**config.mk**
```make
export PLATFORM = sky130hd
export DESIGN_NAME = ps2_mouse_cursor_tracker
export DESIGN_NICKNAME = d
export VERILOG_FILES = /design/src/rtl/core/pmct_pkg.sv /design/src/rtl/core/pmct_cfg.sv /design/src/rtl/core/pmct_decode.sv /design/src/rtl/core/ps2_mouse_cursor_tracker.sv
export VERILOG_INCLUDE_DIRS = /design/src /design/src/rtl/core
export SDC_FILE = /design/constraint.sdc
export NUM_CORES = 1
export LEC_CHECK = 0
export ABC_AREA = 1
export BUFFER_PORTS_ARGS = -buffer_cell sky130_fd_sc_hd__buf_4
export CORE_MARGIN = 2
export CORE_UTILIZATION = 59
export DETAILED_ROUTE_END_ITERATION = 12
export GPL_ROUTABILITY_DRIVEN = 1
export GPL_TIMING_DRIVEN = 0
export HOLD_SLACK_MARGIN = 0.05
export PLACE_DENSITY = 0.79
export REMOVE_ABC_BUFFERS = 1
export SKIP_CTS_REPAIR_TIMING = 1
export SYNTH_ARGS = -nofsm -noshare
export SYNTH_HDL_FRONTEND = slang
export SYNTH_HIERARCHICAL = 1
export SYNTH_SLANG_ARGS = --single-unit
export TNS_END_PERCENT = 1
```
**constraint.sdc**
```tcl
create_clock -name clk -period 7.7 [get_ports clk]
set_input_delay 1.155 -clock clk [delete_from_list [all_inputs] [get_ports clk]]
set_output_delay 1.155 -clock clk [all_outputs]
set_load 0.01 [all_outputs]
```
**src/rtl/core/ps2_mouse_cursor_tracker_defines.svh**
```systemverilog
// Assertion macros shared by the RTL of the cursor tracker.
// Each check is clocked on clk and switched off while rst is high.
`ifndef PS2_MOUSE_CURSOR_TRACKER_DEFINES_SVH
`define PS2_MOUSE_CURSOR_TRACKER_DEFINES_SVH

`ifndef NO_ASSERTIONS

// Condition that must hold at every clock edge
`define PMCT_ASSERT_ALWAYS(lbl, cond) \
  lbl: assert property (@(posedge clk) disable iff (rst) (cond)) \
    else $error("pmct check failed");

// Consequent that must hold in the cycle after the antecedent
`define PMCT_ASSERT_NEXT(lbl, ante, cons) \
  lbl: assert property (@(posedge clk) disable iff (rst) (ante) |=> (cons)) \
    else $error("pmct check failed");

`else

`define PMCT_ASSERT_ALWAYS(lbl, cond)
`define PMCT_ASSERT_NEXT(lbl, ante, cons)

`endif

`endif

```
**src/rtl/core/pmct_pkg.sv**
```systemverilog
`timescale 1ns / 1ps

package pmct_pkg;

  // Field widths
  localparam int unsigned BYTE_W = 8;
  localparam int unsigned SIZE_W = 11;
  localparam int unsigned POS_W  = 10;
  localparam int unsigned SUM_W  = 12;

  // Special byte and status bit positions
  localparam logic [BYTE_W-1:0] ACK_BYTE = 8'hFA;
  localparam int unsigned BTN_LEFT_BIT = 0;
  localparam int unsigned SIGN_X_BIT   = 4;
  localparam int unsigned SIGN_Y_BIT   = 5;
  localparam int unsigned OVF_X_BIT    = 6;
  localparam int unsigned OVF_Y_BIT    = 7;

  // Limits after reset (320 x 240 screen)
  localparam logic [POS_W-1:0] POS_MAX     = 10'd1023;
  localparam logic [POS_W-1:0] X_LIM_RESET = 10'd319;
  localparam logic [POS_W-1:0] Y_LIM_RESET = 10'd239;

  // Configuration register indexes
  typedef enum logic {
    CFG_SCREEN_WIDTH  = 1'b0,
    CFG_SCREEN_HEIGHT = 1'b1
  } cfg_index_t;

  // Position of the next byte within a packet
  typedef enum logic [1:0] {
    BI_STATUS = 2'd0,
    BI_MOVE_X = 2'd1,
    BI_MOVE_Y = 2'd2
  } byte_index_t;

  // Cursor limits handed to the decoder
  typedef struct packed {
    logic [POS_W-1:0] x_lim;
    logic [POS_W-1:0] y_lim;
  } pmct_limits_t;

  // One result item
  typedef struct packed {
    logic [POS_W-1:0] cursor_x;
    logic [POS_W-1:0] cursor_y;
    logic             left_click;
    logic             packet_end;
  } pmct_result_t;

  // Highest coordinate for a screen size: zero acts as one, saturate at 1023
  function automatic logic [POS_W-1:0] limit_of(input logic [SIZE_W-1:0] size);
    logic [SIZE_W-1:0] m1;
    begin
      m1 = size - SIZE_W'(1);
      if (size == '0) begin
        limit_of = '0;
      end else if (m1 > SIZE_W'(POS_MAX)) begin
        limit_of = POS_MAX;
      end else begin
        limit_of = m1[POS_W-1:0];
      end
    end
  endfunction

endpackage

```
**src/rtl/core/pmct_cfg.sv**
```systemverilog
`timescale 1ns / 1ps

module pmct_cfg (
  input  logic                       clk,
  input  logic                       rst,
  input  logic                       cfg_we,
  input  pmct_pkg::cfg_index_t       cfg_index,
  input  logic [pmct_pkg::SIZE_W-1:0] cfg_data,
  output pmct_pkg::pmct_limits_t     limits
);
  import pmct_pkg::*;

  logic [POS_W-1:0] x_lim;
  logic [POS_W-1:0] y_lim;

  // Screen sizes are kept as their highest coordinate
  always_ff @(posedge clk) begin
    if (rst) begin
      x_lim <= X_LIM_RESET;
      y_lim <= Y_LIM_RESET;
    end else if (cfg_we) begin
      unique case (cfg_index)
        CFG_SCREEN_WIDTH:  x_lim <= limit_of(cfg_data);
        CFG_SCREEN_HEIGHT: y_lim <= limit_of(cfg_data);
        default: ;
      endcase
    end
  end

  assign limits.x_lim = x_lim;
  assign limits.y_lim = y_lim;

endmodule

```
**src/rtl/core/pmct_decode.sv**
```systemverilog
`timescale 1ns / 1ps
`include "ps2_mouse_cursor_tracker_defines.svh"

module pmct_decode (
  input  logic                        clk,
  input  logic                        rst,
  input  logic                        take,
  input  logic [pmct_pkg::BYTE_W-1:0] rx_byte,
  input  pmct_pkg::pmct_limits_t      limits,
  output pmct_pkg::pmct_result_t      result
);
  import pmct_pkg::*;

  byte_index_t      byte_index;
  byte_index_t      byte_index_next;
  logic [BYTE_W-1:0] status_byte;
  logic [BYTE_W-1:0] status_byte_next;
  logic [POS_W-1:0]  pos_x;
  logic [POS_W-1:0]  pos_y;

  logic              is_ack;
  logic [SUM_W-1:0]  sum_x;
  logic [SUM_W-1:0]  sum_y;
  logic [SUM_W-1:0]  x_val;
  logic [SUM_W-1:0]  y_val;
  logic [POS_W-1:0]  pos_x_next;
  logic [POS_W-1:0]  pos_y_next;
  logic              click;
  logic              done;

  // Clamp a signed coordinate to 0..lim
  function automatic logic [POS_W-1:0] clamp_pos(input logic [SUM_W-1:0] v,
                                                 input logic [POS_W-1:0] lim);
    begin
      if (v[SUM_W-1]) begin
        clamp_pos = '0;
      end else if (v[SUM_W-2:0] > (SUM_W-1)'(lim)) begin
        clamp_pos = lim;
      end else begin
        clamp_pos = v[POS_W-1:0];
      end
    end
  endfunction

  assign is_ack = (rx_byte == ACK_BYTE);

  // Packet position sequencing; an acknowledge restarts the packet
  always_comb begin
    byte_index_next = byte_index;
    if (is_ack) begin
      byte_index_next = BI_STATUS;
    end else begin
      unique case (byte_index)
        BI_MOVE_X: byte_index_next = BI_MOVE_Y;
        BI_MOVE_Y: byte_index_next = BI_STATUS;
        default:   byte_index_next = BI_MOVE_X;
      endcase
    end
  end

  // 9-bit moves {sign, byte}; y is subtracted so the screen counts down
  assign sum_x = {2'b00, pos_x} + {{(SUM_W-BYTE_W){status_byte[SIGN_X_BIT]}}, rx_byte};
  assign sum_y = {2'b00, pos_y} - {{(SUM_W-BYTE_W){status_byte[SIGN_Y_BIT]}}, rx_byte};

  // Per-byte outputs and data updates
  always_comb begin
    x_val            = {2'b00, pos_x};
    y_val            = {2'b00, pos_y};
    status_byte_next = status_byte;
    click            = 1'b0;
    done             = 1'b0;
    unique case (byte_index)
      BI_MOVE_X: begin
        if (!status_byte[OVF_X_BIT]) x_val = sum_x;
      end
      BI_MOVE_Y: begin
        if (!status_byte[OVF_Y_BIT]) y_val = sum_y;
        done = 1'b1;
      end
      default: begin
        status_byte_next = rx_byte;
        click            = rx_byte[BTN_LEFT_BIT];
      end
    endcase
    if (is_ack) begin
      pos_x_next = pos_x;
      pos_y_next = pos_y;
      status_byte_next = status_byte;
      click = 1'b0;
      done  = 1'b0;
    end else begin
      pos_x_next = clamp_pos(x_val, limits.x_lim);
      pos_y_next = clamp_pos(y_val, limits.y_lim);
    end
  end

  always_ff @(posedge clk) begin
    if (rst) begin
      byte_index  <= BI_STATUS;
      status_byte <= '0;
      pos_x       <= '0;
      pos_y       <= '0;
    end else if (take) begin
      byte_index  <= byte_index_next;
      status_byte <= status_byte_next;
      pos_x       <= pos_x_next;
      pos_y       <= pos_y_next;
    end
  end

  assign result.cursor_x   = pos_x_next;
  assign result.cursor_y   = pos_y_next;
  assign result.left_click = click;
  assign result.packet_end = done;

  // Checks
  `PMCT_ASSERT_ALWAYS(a_idx_legal, byte_index != 2'd3)
  `PMCT_ASSERT_NEXT(a_ack_holds_pos, take && is_ack,
                    $stable(pos_x) && $stable(pos_y) && byte_index == BI_STATUS)
  `PMCT_ASSERT_NEXT(a_end_restarts, take && done, byte_index == BI_STATUS)
  `PMCT_ASSERT_ALWAYS(a_click_on_status, !click || byte_index == BI_STATUS || byte_index == 2'd3)

endmodule

```
**src/rtl/core/ps2_mouse_cursor_tracker.sv**
```systemverilog
`timescale 1ns / 1ps
`include "ps2_mouse_cursor_tracker_defines.svh"

// PS/2 mouse cursor tracker. Takes one received mouse byte per cycle while in_ready is
// high and returns one result item per byte in the cycle after it is accepted: the
// clamped cursor, a left_click flag on status bytes and packet_end on the
// third byte of each packet. A 0xFA acknowledge restarts the packet and
// leaves the cursor alone. The decode, add and clamp sit between the state
// registers and a single result register; in_ready stays high while that
// register is empty or being taken, so bytes stream at one per cycle.
// Screen size registers (index 0 width, 1 height) reset to 320 x 240 and
// should be written only while no item is in flight.
module ps2_mouse_cursor_tracker (
  input  logic                        clk,
  input  logic                        rst,
  input  logic                        cfg_we,
  input  pmct_pkg::cfg_index_t        cfg_index,
  input  logic [pmct_pkg::SIZE_W-1:0] cfg_data,
  input  logic                        in_valid,
  output logic                        in_ready,
  input  logic [pmct_pkg::BYTE_W-1:0] rx_byte,
  output logic                        out_valid,
  input  logic                        out_ready,
  output logic [pmct_pkg::POS_W-1:0]  cursor_x,
  output logic [pmct_pkg::POS_W-1:0]  cursor_y,
  output logic                        left_click,
  output logic                        packet_end
);
  import pmct_pkg::*;

  pmct_limits_t limits;
  pmct_result_t result_next;
  pmct_result_t result;
  logic         take;

  pmct_cfg u_cfg (
    .clk       (clk),
    .rst       (rst),
    .cfg_we    (cfg_we),
    .cfg_index (cfg_index),
    .cfg_data  (cfg_data),
    .limits    (limits)
  );

  assign in_ready = !out_valid || out_ready;
  assign take     = in_valid && in_ready;

  pmct_decode u_decode (
    .clk     (clk),
    .rst     (rst),
    .take    (take),
    .rx_byte (rx_byte),
    .limits  (limits),
    .result  (result_next)
  );

  // Result register
  always_ff @(posedge clk) begin
    if (rst) begin
      out_valid <= 1'b0;
    end else if (in_ready) begin
      out_valid <= in_valid;
    end
  end

  always_ff @(posedge clk) begin
    if (take) begin
      result <= result_next;
    end
  end

  assign cursor_x   = result.cursor_x;
  assign cursor_y   = result.cursor_y;
  assign left_click = result.left_click;
  assign packet_end = result.packet_end;

  // Checks
  `PMCT_ASSERT_NEXT(a_take_fills, take, out_valid)
  `PMCT_ASSERT_ALWAYS(a_flags_exclusive, !(out_valid && left_click && packet_end))
  `PMCT_ASSERT_NEXT(a_held_result, out_valid && !out_ready,
                    out_valid && $stable(result))

endmodule

```
==> key figures, run 1 <==
Global route
  – Gr usage total: 0.269
  – Via count of the first global-routing pass: 5015
  – Initial antenna violation count: 0
  – Global-route wire length before repair: 22600 µm
  – GR Overflow Total: 0
  – Pin count of the biggest net entering global routing: 43

Yosys
  – Yosys top cell by area: nand2_1
  – Simple-gate portion of the synthesized area: 0.401
  – Yosys reg bits: 69
  – Most frequent cell after synthesis: nand2_1
  – Post-Syn Area: 5750 µm²
  – Yosys cell types: 43
  – Post-synthesis compound-gate area fraction: 0.0794
  – Synth area leaders: nand2_1 (18%), dfxtp_1 (16%), edfxtp_1 (11%), inv_1 (9.8%), ha_1 (9.8%)
  – Main combinational cell family by area after synthesis: simple AND/OR/NAND/NOR gates
  – Post-Synthesis Cells: 878
  – Share of the yosys chip area belonging to registers: 0.278
  – Synth warn: 6
  – Post-synthesis mux area share: 0
  – Async SR Flop Fraction: 0
  – Yosys top cell area share: 0.178
  – Commonest cells post-synth: nand2_1 (273), inv_1 (151), nand3_1 (89)
  – EDFF count, synth: 22
  – Post-Synth XOR/XNOR Area: 0.00913
  – Mean Syn Cell Area: 6.55 µm²
  – Top FF cell, synth: dfxtp_1
  – Post-Synth Adder-Cell Area: 0.105

Drt
  – Drt pass-1 iters: 5
  – Residual DRC count: 0
  – WL final: 13300 µm
  – Vias per cell: 5.17
  – Routed via count: 5451
  – Drt wl/cell: 12.6 µm
  – Remaining antenna violation count: 0
  – Initial DRC Count: 284

Die
  – Die width: 103 µm
  – I/O pin cnt: 49
  – Initial Util: 0.597
  – Die footprint: 10600 µm²
  – Area of the core: 9640 µm²
  – Die Ht: 103 µm
  – Rows: 36

Setup path
  – Crit Reg-Reg Endpoint: u_decode/pos_y[3]$_SDFFE_PP0P_
  – Crit. End Element: register
  – Critical Path RT: 7.94 ns
  – Crit path max fanout: 11
  – Reg2Reg Depth: 24
  – RR Startpoint: u_decode/pos_y[0]$_SDFFE_PP0P_
  – Register-to-register setup slack: 4.13 ns
  – Worst setup path class: primary input to register
  – WP data arrival: 4.37 ns
  – Worst setup SP type: primary input

CTS
  – Clk sinks: 69
  – Worst-path clk slew: 0.07 ns
  – CTS buffer count: 9
  – Max Root-Sink Buffers: 2
  – Root Driver: clkbuf_8
  – # H-tree levels: 3
  – CTS tree: built
  – Clock insertion delay at the later pin of the skew report: 0.35 ns

Power and ir drop
  – Worst vdd ir: 123 µV
  – Leakage power total: 3.47 nW
  – PwrDens: 197 nW/µm²
  – Power Total: 1.26 mW

Job
  – Max Cap Violations: 0

Placement
  – PortBufs: 48
  – Routability Congestion: 0.927
  – Post-DP HPWL: 10200 µm

STA
  – Final period util: 0.537
  – Final hold violation count: 0
  – Final Skew: 0.0158 ns
  – Setup tns final: 0 ns
  – RSZ-0062 raised after global routing: false
  – Fmax: 242 MHz
  – Max-slew violation count: 0
  – Relative slew slack: 0.350
  – Least-Margin Pin Slew: 0.972 ns
  – Min Tclk post-route: 4.14 ns
  – Final setup vio count: 0

Min path
  – Worst min-delay path endpoint: u_decode/status_byte[6]$_SDFFE_PP0P_
  – HP Class: register to register
  – Worst Hold Depth: 2
  – Hold_sp: u_decode/status_byte[6]$_SDFFE_PP0P_

Final layout
  – Layout cell share with drive strength beyond 1: 0.140
  – ANT cells: 0
  – Area Overhead vs Synth: 10.7%
  – Final nets: 989
  – Fill cell count: 912

Run status
  – Run status: complete, no violations
cells by family after synthesis:
group,after synthesis
adders and majority gates,47
buffers and inverters,181
DFF,69
xor gates and xnor gates,6
and+or+nand+nor,494
AOI/OAI and AO/OA,81
flip-flops by register name (all words and copies together), names as in the netlist:
register,cells
u_decode/byte_index,2
packet_end,1
u_cfg/y_lim,10
cursor_y,10
out_valid,1
u_decode/status_byte,4
left_click,1
cursor_x,10
u_cfg/x_lim,10
u_decode/pos_x,10
u_decode/pos_y,10
worst max path at each step:
stage	start	endpoint	depth (start not counted)
detailed placement	rx_byte[0]	cursor_x[7]$_DFFE_PP_	24
floorplan	in_valid	u_decode/byte_index[1]$_SDFFE_PP0P_	5
global route	rx_byte[0]	u_decode/pos_y[5]$_SDFFE_PP0P_	24
CTS	rx_byte[0]	u_decode/pos_y[3]$_SDFFE_PP0P_	24
finish	rx_byte[0]	u_decode/pos_y[3]$_SDFFE_PP0P_	24
global placement	in_valid	u_decode/byte_index[1]$_SDFFE_PP0P_	6
stage by stage:
step	instances	setup slack, ns	cell area (µm²)	hold slack [ns]	utilization
finish	1055	3.56	6370	0.472	0.661
global route	1055	3.29	6370	0.500	0.661
CTS	1055	3.62	6370	0.469	0.661
detailed placement	1039	3.25	6190	0.456	0.643
global placement	1038	0.816	6160	0.451	0.639
floorplan	857	3.01	5630	0.434	-
power breakdown:
group          leakage, nW  internal [mW]  switching [mW]
sequential           0.606          0.436          0.0310
combinational         2.77          0.194           0.322
clock               0.0949          0.127           0.146
cell usage in the layout, fill, tap and decap left out, types with 3 or more instances in the layout:
cell type | Yosys | final
nand2_1 | 273 | 273
o21ai_0 | 19 | 19
inv_2 | 6 | 6
inv_4 | 1 | 4
dfxtp_1 | 47 | 47
nand3_4 | 3 | 3
o21ai_1 | 4 | 4
nor2_2 | 4 | 4
nand3b_1 | 10 | 10
nor2_1 | 55 | 55
nand3_2 | 10 | 10
a21oi_2 | 4 | 4
nand2_2 | 21 | 21
nor2_4 | 6 | 6
a21oi_1 | 43 | 42
a211oi_1 | 4 | 4
xnor2_1 | 4 | 4
clkbuf_8 | 0 | 10
ha_1 | 45 | 45
nand3_1 | 89 | 89
buf_4 | 3 | 48
nand4_1 | 11 | 11
edfxtp_1 | 22 | 22
inv_1 | 151 | 151
per-layer routing:
metal	global-route usage	vias to the layer above	part of all wire
li1	-	2863	-
met3	0.0488	16	0.061
met5	0	-	0
met4	0.0688	0	0.014
met1	0.371	2428	0.47
met2	0.440	144	0.45
worst max-delay path, stage by stage:
cell     delay [ns]
buf_4          0.14
ha_1           0.22
fa_1           0.40
inv_1          0.12
nand3_1        0.08
nand2_1        0.13
nand2_1        0.09
nand3_1        0.07
nand2_1        0.06
a21oi_1        0.21
ha_1           0.27
nand2_1        0.08
inv_1          0.06
a22o_1         0.17
nor2_1         0.10
nand2_1        0.06
nand2_1        0.18
nand2_2        0.21
inv_1          0.19
nand2_1        0.09
nand3_2        0.08
nand3_1        0.07
nand2_1        0.10
inv_1          0.04
final cells by class:
type                       count  area [µm²]  share of cell area
clock buffer                  11         141              0.0222
clock inverter                 5        32.5             0.00511
inverter                     160         608              0.0955
multi-input combinational    628        3440               0.540
sequential                    69        1600               0.252
tap                          133         166              0.0261
timing repair buffer          49         380              0.0597
(Power assumes the default switching activity.)
==> inputs of run 2 (changes only) <==
--- a/config.mk
+++ b/config.mk
@@ -9,12 +9,12 @@
 export ABC_AREA = 1
 export BUFFER_PORTS_ARGS = -buffer_cell sky130_fd_sc_hd__buf_4
 export CORE_MARGIN = 2
-export CORE_UTILIZATION = 59
+export CORE_UTILIZATION = 55
 export DETAILED_ROUTE_END_ITERATION = 12
 export GPL_ROUTABILITY_DRIVEN = 1
 export GPL_TIMING_DRIVEN = 0
 export HOLD_SLACK_MARGIN = 0.05
-export PLACE_DENSITY = 0.79
+export PLACE_DENSITY = 0.77
 export REMOVE_ABC_BUFFERS = 1
 export SKIP_CTS_REPAIR_TIMING = 1
 export SYNTH_ARGS = -nofsm -noshare
==> constraint.sdc (replaced) <==
create_clock -name clk -period 3.35 [get_ports clk]
set_input_delay 0.5025 -clock clk [delete_from_list [all_inputs] [get_ports clk]]
set_output_delay 0.5025 -clock clk [all_outputs]
set_load 0.01 [all_outputs]
==> key figures, run 2 (same netlist as run 1, synthesis figures left out) <==
Power and ir drop
  – Leakage power total: 3.54 nW
  – Int Pwr: 1.94 mW
  – Flop pwr share: 0.342
  – Switching Share: 0.384
  – Worst vdd ir: 256 µV
  – Net Sw Power: 1.21 mW
  – PwrDens: 476 nW/µm²
  – Comb power frac: 0.412
  – Power Total: 3.14 mW
  – Clk pwr share: 0.246

Global route
  – Via count of the first global-routing pass: 4791
  – Pin count of the biggest net entering global routing: 43
  – Initial antenna violation count: 0
  – Global-route wire length before repair: 22400 µm
  – Gr usage total: 0.248
  – GR Overflow Total: 0

Placement
  – Post-DP HPWL: 10400 µm
  – PortBufs: 48
  – Routability Congestion: 0.916

Setup path
  – Cell mode on critical path: nand2_1
  – RR Startpoint: u_decode/pos_y[0]$_SDFFE_PP0P_
  – CP Cell Sequence: inv_1 -> ha_2 -> fa_2 -> inv_2 -> nand3_1 -> nand2_2 -> nand2_1 -> nand3_1 -> nand2_1 -> a21oi_1 -> ha_1 -> nand2_1 -> inv_1 -> a22o_1 -> nor2_1 -> nand2_1 -> nand2_4 -> nand2_8 -> inv_4 -> nand2_1 -> nand3_2 -> nand3_1 -> nand2_1 -> inv_1
  – Slowest cell delay on critical path: 0.40 ns
  – Worst setup path class: register to register
  – Slowest-stage cell, CP: fa_2
  – Crit Reg-Reg Endpoint: u_decode/pos_y[3]$_SDFFE_PP0P_
  – Reg2Reg Depth: 24
  – Crit path max fanout: 11
  – Crit path max-delay family: simple AND/OR/NAND/NOR gates
  – Crit. End Element: register
  – Critical Path RT: 3.61 ns
  – Register-to-register setup slack: 0.11 ns
  – Worst setup SP type: register
  – Bufs and invs on worst path: 5
  – WP data arrival: 3.50 ns

STA
  – Final period util: 0.966
  – Fmax: 309 MHz
  – RSZ-0062 raised after global routing: true
  – Min Tclk post-route: 3.24 ns
  – Final setup vio count: 0
  – Final hold violation count: 0
  – Final hold slack: 0.430 ns
  – Relative slew slack: 0.339
  – Max-slew violation count: 0
  – Least-Margin Pin Slew: 0.989 ns
  – Final Skew: 0.0127 ns

CTS
  – Clk sinks: 69
  – Max Root-Sink Buffers: 2
  – Clock insertion delay at the later pin of the skew report: 0.37 ns
  – Root Driver: clkbuf_8
  – CTS tree: built
  – # H-tree levels: 3
  – CTS buffer count: 9
  – Worst-path clk slew: 0.08 ns

Min path
  – Worst min-delay path endpoint: out_valid$_SDFFE_PP0P_
  – Worst Hold Depth: 4
  – HP Class: primary input to register
  – Hold_sp: out_ready

Final layout
  – Most frequent cells in the layout: nand2_1 (265), inv_1 (146), nand3_1 (87)
  – ANT cells: 0
  – Area Overhead vs Synth: 14.7%
  – Layout cell share with drive strength beyond 1: 0.174
  – Fill cell count: 956
  – Util after Layout: 0.645
  – Final nets: 998
  – Most common cell after layout, fill and taps aside: nand2_1

Die
  – Die Ht: 106 µm
  – Die footprint: 11300 µm²
  – I/O pin cnt: 49
  – Die width: 106 µm
  – Rows: 37
  – Area of the core: 10200 µm²
  – Initial Util: 0.562

Drt
  – Routed via count: 5578
  – Vias per cell: 5.23
  – WL final: 13800 µm
  – Residual DRC count: 0
  – Drt pass-1 iters: 5
  – Drt wl/cell: 12.9 µm
  – Remaining antenna violation count: 0
  – Initial DRC Count: 373

Run status
  – Run status: complete, no violations

Job
  – Max Cap Violations: 0
[run 2: changes by cell type in the layout (fill, tap and decap cells not counted), moves of 3 or more]
| cell | change |
|---|---|
| nand2_2 | +4 |
| nand2_1 | -8 |
| dfxtp_1 | -3 |
| inv_1 | -5 |
| dfxtp_2 | +3 |
| ha_1 | -3 |
| buf_4 | +9 |
[run 2: power groups by stage]
stage	clock network, mW	registers [mW]	logic [mW]
6_report	0.774	1.08	1.29
5_1_grt	0.832	1.09	1.46
4_1_cts	0.791	1.07	1.18
2_1_floorplan	0	1.10	0.822
3_3_place_gp	0	1.09	1.15
3_5_place_dp	0	1.09	1.17
[run 2: worst max path at each step]
stage	from	to	slack (ns)	cells past startpoint
floorplan	in_valid	u_decode/byte_index[1]$_SDFFE_PP0P_	-0.69	5
global placement	in_valid	u_decode/byte_index[1]$_SDFFE_PP0P_	-2.69	6
detailed placement	rx_byte[0]	cursor_x[9]$_DFFE_PP_	-0.49	25
CTS	u_decode/pos_x[0]$_SDFFE_PP0P_	cursor_x[5]$_DFFE_PP_	-0.24	24
global route	u_decode/pos_y[0]$_SDFFE_PP0P_	u_decode/pos_y[3]$_SDFFE_PP0P_	-0.10	24
finish	u_decode/pos_y[0]$_SDFFE_PP0P_	u_decode/pos_y[3]$_SDFFE_PP0P_	0.11	24
[run 2: layout make-up]
type	instances	area [µm²]	area share
Clock inverter	7	97.6	0.0148
Timing Repair Buffer	58	448	0.0679
Multi-Input combinational cell	628	3540	0.536
Sequential cell	69	1610	0.243
Inverter	160	617	0.0935
Clock buffer	9	124	0.0188
Tap cell	136	170	0.0258
[run 2: stage by stage]
step	TNS, ns	setup slack (ns)	instance area [µm²]	std cells
5_1_grt	-1.14	-0.103	6600	1067
3_5_place_dp	-13.18	-0.492	6200	1042
6_report	0	0.113	6600	1067
4_1_cts	-3.71	-0.243	6420	1058
2_1_floorplan	-9.51	-0.688	5630	857
3_3_place_gp	-83.75	-2.69	6160	1041
[run 2: worst min-delay path, cell delays in order]
cell     delay [ns]
buf_4          0.08
inv_2          0.04
nand2_2        0.07
a21oi_2        0.05
[run 2: metal layers]
metal,GRT usage,part of all wire,up-vias
met1,0.345,0.46,2517
met2,0.398,0.46,163
li1,-,-,2882
met5,0,0,-
met4,0.0780,0.016,0
met3,0.0356,0.059,16
==> inputs of run 3 (changes only) <==
==> constraint.sdc (replaced) <==
create_clock -name clk -period 3.35 [get_ports clk]
set_input_delay 0.67 -clock clk [delete_from_list [all_inputs] [get_ports clk]]
set_output_delay 0.67 -clock clk [all_outputs]
set_load 0.01 [all_outputs]
==> key figures, run 3 (same netlist as run 1, synthesis figures left out) <==
Run status
  – Run status: complete, no violations

Final layout
  – Fin area: 6660 µm²
  – Fin cells: 1067
  – Most frequent cells in the layout: nand2_1 (262), inv_1 (145), nand3_1 (87)
  – Most common cell after layout, fill and taps aside: nand2_1
  – Area Overhead vs Synth: 15.7%
  – Util after Layout: 0.650
  – ANT cells: 0
  – Final nets: 998
  – Layout cell share with drive strength beyond 1: 0.184

Placement
  – Routability Congestion: 0.916
  – DP Area: 6200 µm²
  – Inst Count DP: 1042
  – Post-DP HPWL: 10400 µm
  – PortBufs: 48

Die
  – Rows: 37
  – Die footprint: 11300 µm²
  – Die Ht: 106 µm
  – Area of the core: 10200 µm²
  – Die width: 106 µm
  – I/O pin cnt: 49
  – Initial Util: 0.562

Drt
  – WL final: 13800 µm
  – Residual DRC count: 0
  – Drt wl/cell: 13.0 µm
  – Drt pass-1 iters: 5
  – Remaining antenna violation count: 0
  – Vias per cell: 5.23
  – Initial DRC Count: 373
  – Routed via count: 5584

Global route
  – Initial antenna violation count: 0
  – GR Overflow Total: 0
  – Via count of the first global-routing pass: 4791
  – Gr usage total: 0.248
  – Global-route wire length before repair: 22400 µm
  – Pin count of the biggest net entering global routing: 43

Min path
  – Worst Hold Depth: 2
  – HP Class: register to register

CTS
  – Clk sinks: 69
  – Root Driver: clkbuf_8
  – CTS tree: built
  – Clock insertion delay at the later pin of the skew report: 0.36 ns
  – Max Root-Sink Buffers: 2
  – # H-tree levels: 3
  – CTS buffer count: 9
  – Worst-path clk slew: 0.08 ns

Setup path
  – Crit. End Element: register
  – Worst setup SP type: primary input
  – WP data arrival: 3.52 ns
  – Worst setup path class: primary input to register
  – Reg2Reg Depth: 24
  – Critical Path RT: 3.61 ns
  – Crit path max fanout: 11
  – Register-to-register setup slack: 0.15 ns

STA
  – Min Tclk post-route: 3.26 ns
  – Final hold violation count: 0
  – RSZ-0062 raised after global routing: true
  – Least-Margin Pin Slew: 0.973 ns
  – Relative slew slack: 0.349
  – Final period util: 0.974
  – Final setup vio count: 0
  – Fmax: 306 MHz
  – Max-slew violation count: 0
  – Final Skew: 0.0126 ns

Power and ir drop
  – PwrDens: 475 nW/µm²
  – Worst vdd ir: 258 µV
  – Leakage power total: 3.53 nW

Job
  – Max Cap Violations: 0
==> run 3: critical path: stages <==
cell	delay (ns)
buf_4	0.14
ha_2	0.20
fa_2	0.40
inv_2	0.08
nand3_1	0.08
nand2_2	0.10
nand2_1	0.08
nand3_1	0.07
nand2_1	0.06
a21oi_2	0.16
ha_1	0.24
nand2_1	0.08
inv_1	0.06
a22o_1	0.18
nor2_1	0.14
nand2_2	0.09
nand2_4	0.12
nand2_8	0.10
inv_6	0.09
nand2_1	0.06
nand3_2	0.08
nand3_1	0.07
nand2_1	0.11
inv_1	0.04
==> run 3: per-stage QoR <==
stage / worst slack, ns / setup TNS [ns] / hold slack (ns) / power [mW]
3_3_place_gp: -2.86 / -95.14 / 0.453 / 2.24
4_1_cts: -0.272 / -4.88 / 0.476 / 3.05
3_5_place_dp: -0.659 / -19.88 / 0.455 / 2.27
6_report: 0.0871 / 0 / 0.476 / 3.16
5_1_grt: -0.0986 / -1.12 / 0.505 / 3.40
2_1_floorplan: -0.856 / -16.77 / 0.434 / 1.92
==> run 3: layout make-up <==
| class | count | area (µm²) |
|---|---|---|
| fillers | 945 | 3580 |
| multi-input cells | 628 | 3590 |
| clock inverters | 7 | 97.6 |
| clock buffers | 9 | 124 |
| flip-flops and latches | 69 | 1600 |
| inverters | 160 | 619 |
| well taps | 136 | 170 |
| repair buffers | 58 | 448 |
==> run 3: path summary, 6_finish.rpt <==
| kind | end | from |
|---|---|---|
| max | u_decode/pos_y[3]$_SDFFE_PP0P_ | rx_byte[0] |
| min | u_cfg/x_lim[2]$_SDFFE_PP1P_ | u_cfg/x_lim[2]$_SDFFE_PP1P_ |
| max reg2reg | u_decode/pos_y[3]$_SDFFE_PP0P_ | u_decode/pos_y[0]$_SDFFE_PP0P_ |
| min reg2reg | u_cfg/x_lim[2]$_SDFFE_PP1P_ | u_cfg/x_lim[2]$_SDFFE_PP1P_ |
==> run 3: per-layer routing <==
metal | global-route usage | routed length [µm]
met1 | 0.345 | 6380
met2 | 0.398 | 6360
met3 | 0.0356 | 835
met4 | 0.0780 | 259
met5 | 0 | 0
==> run 3: power breakdown <==
group	internal, mW	total [mW]	switching [mW]
Clock	0.423	0.773	0.350
Sequential	1.00	1.08	0.0719
Combinational	0.520	1.32	0.796
Total	1.95	3.16	1.22
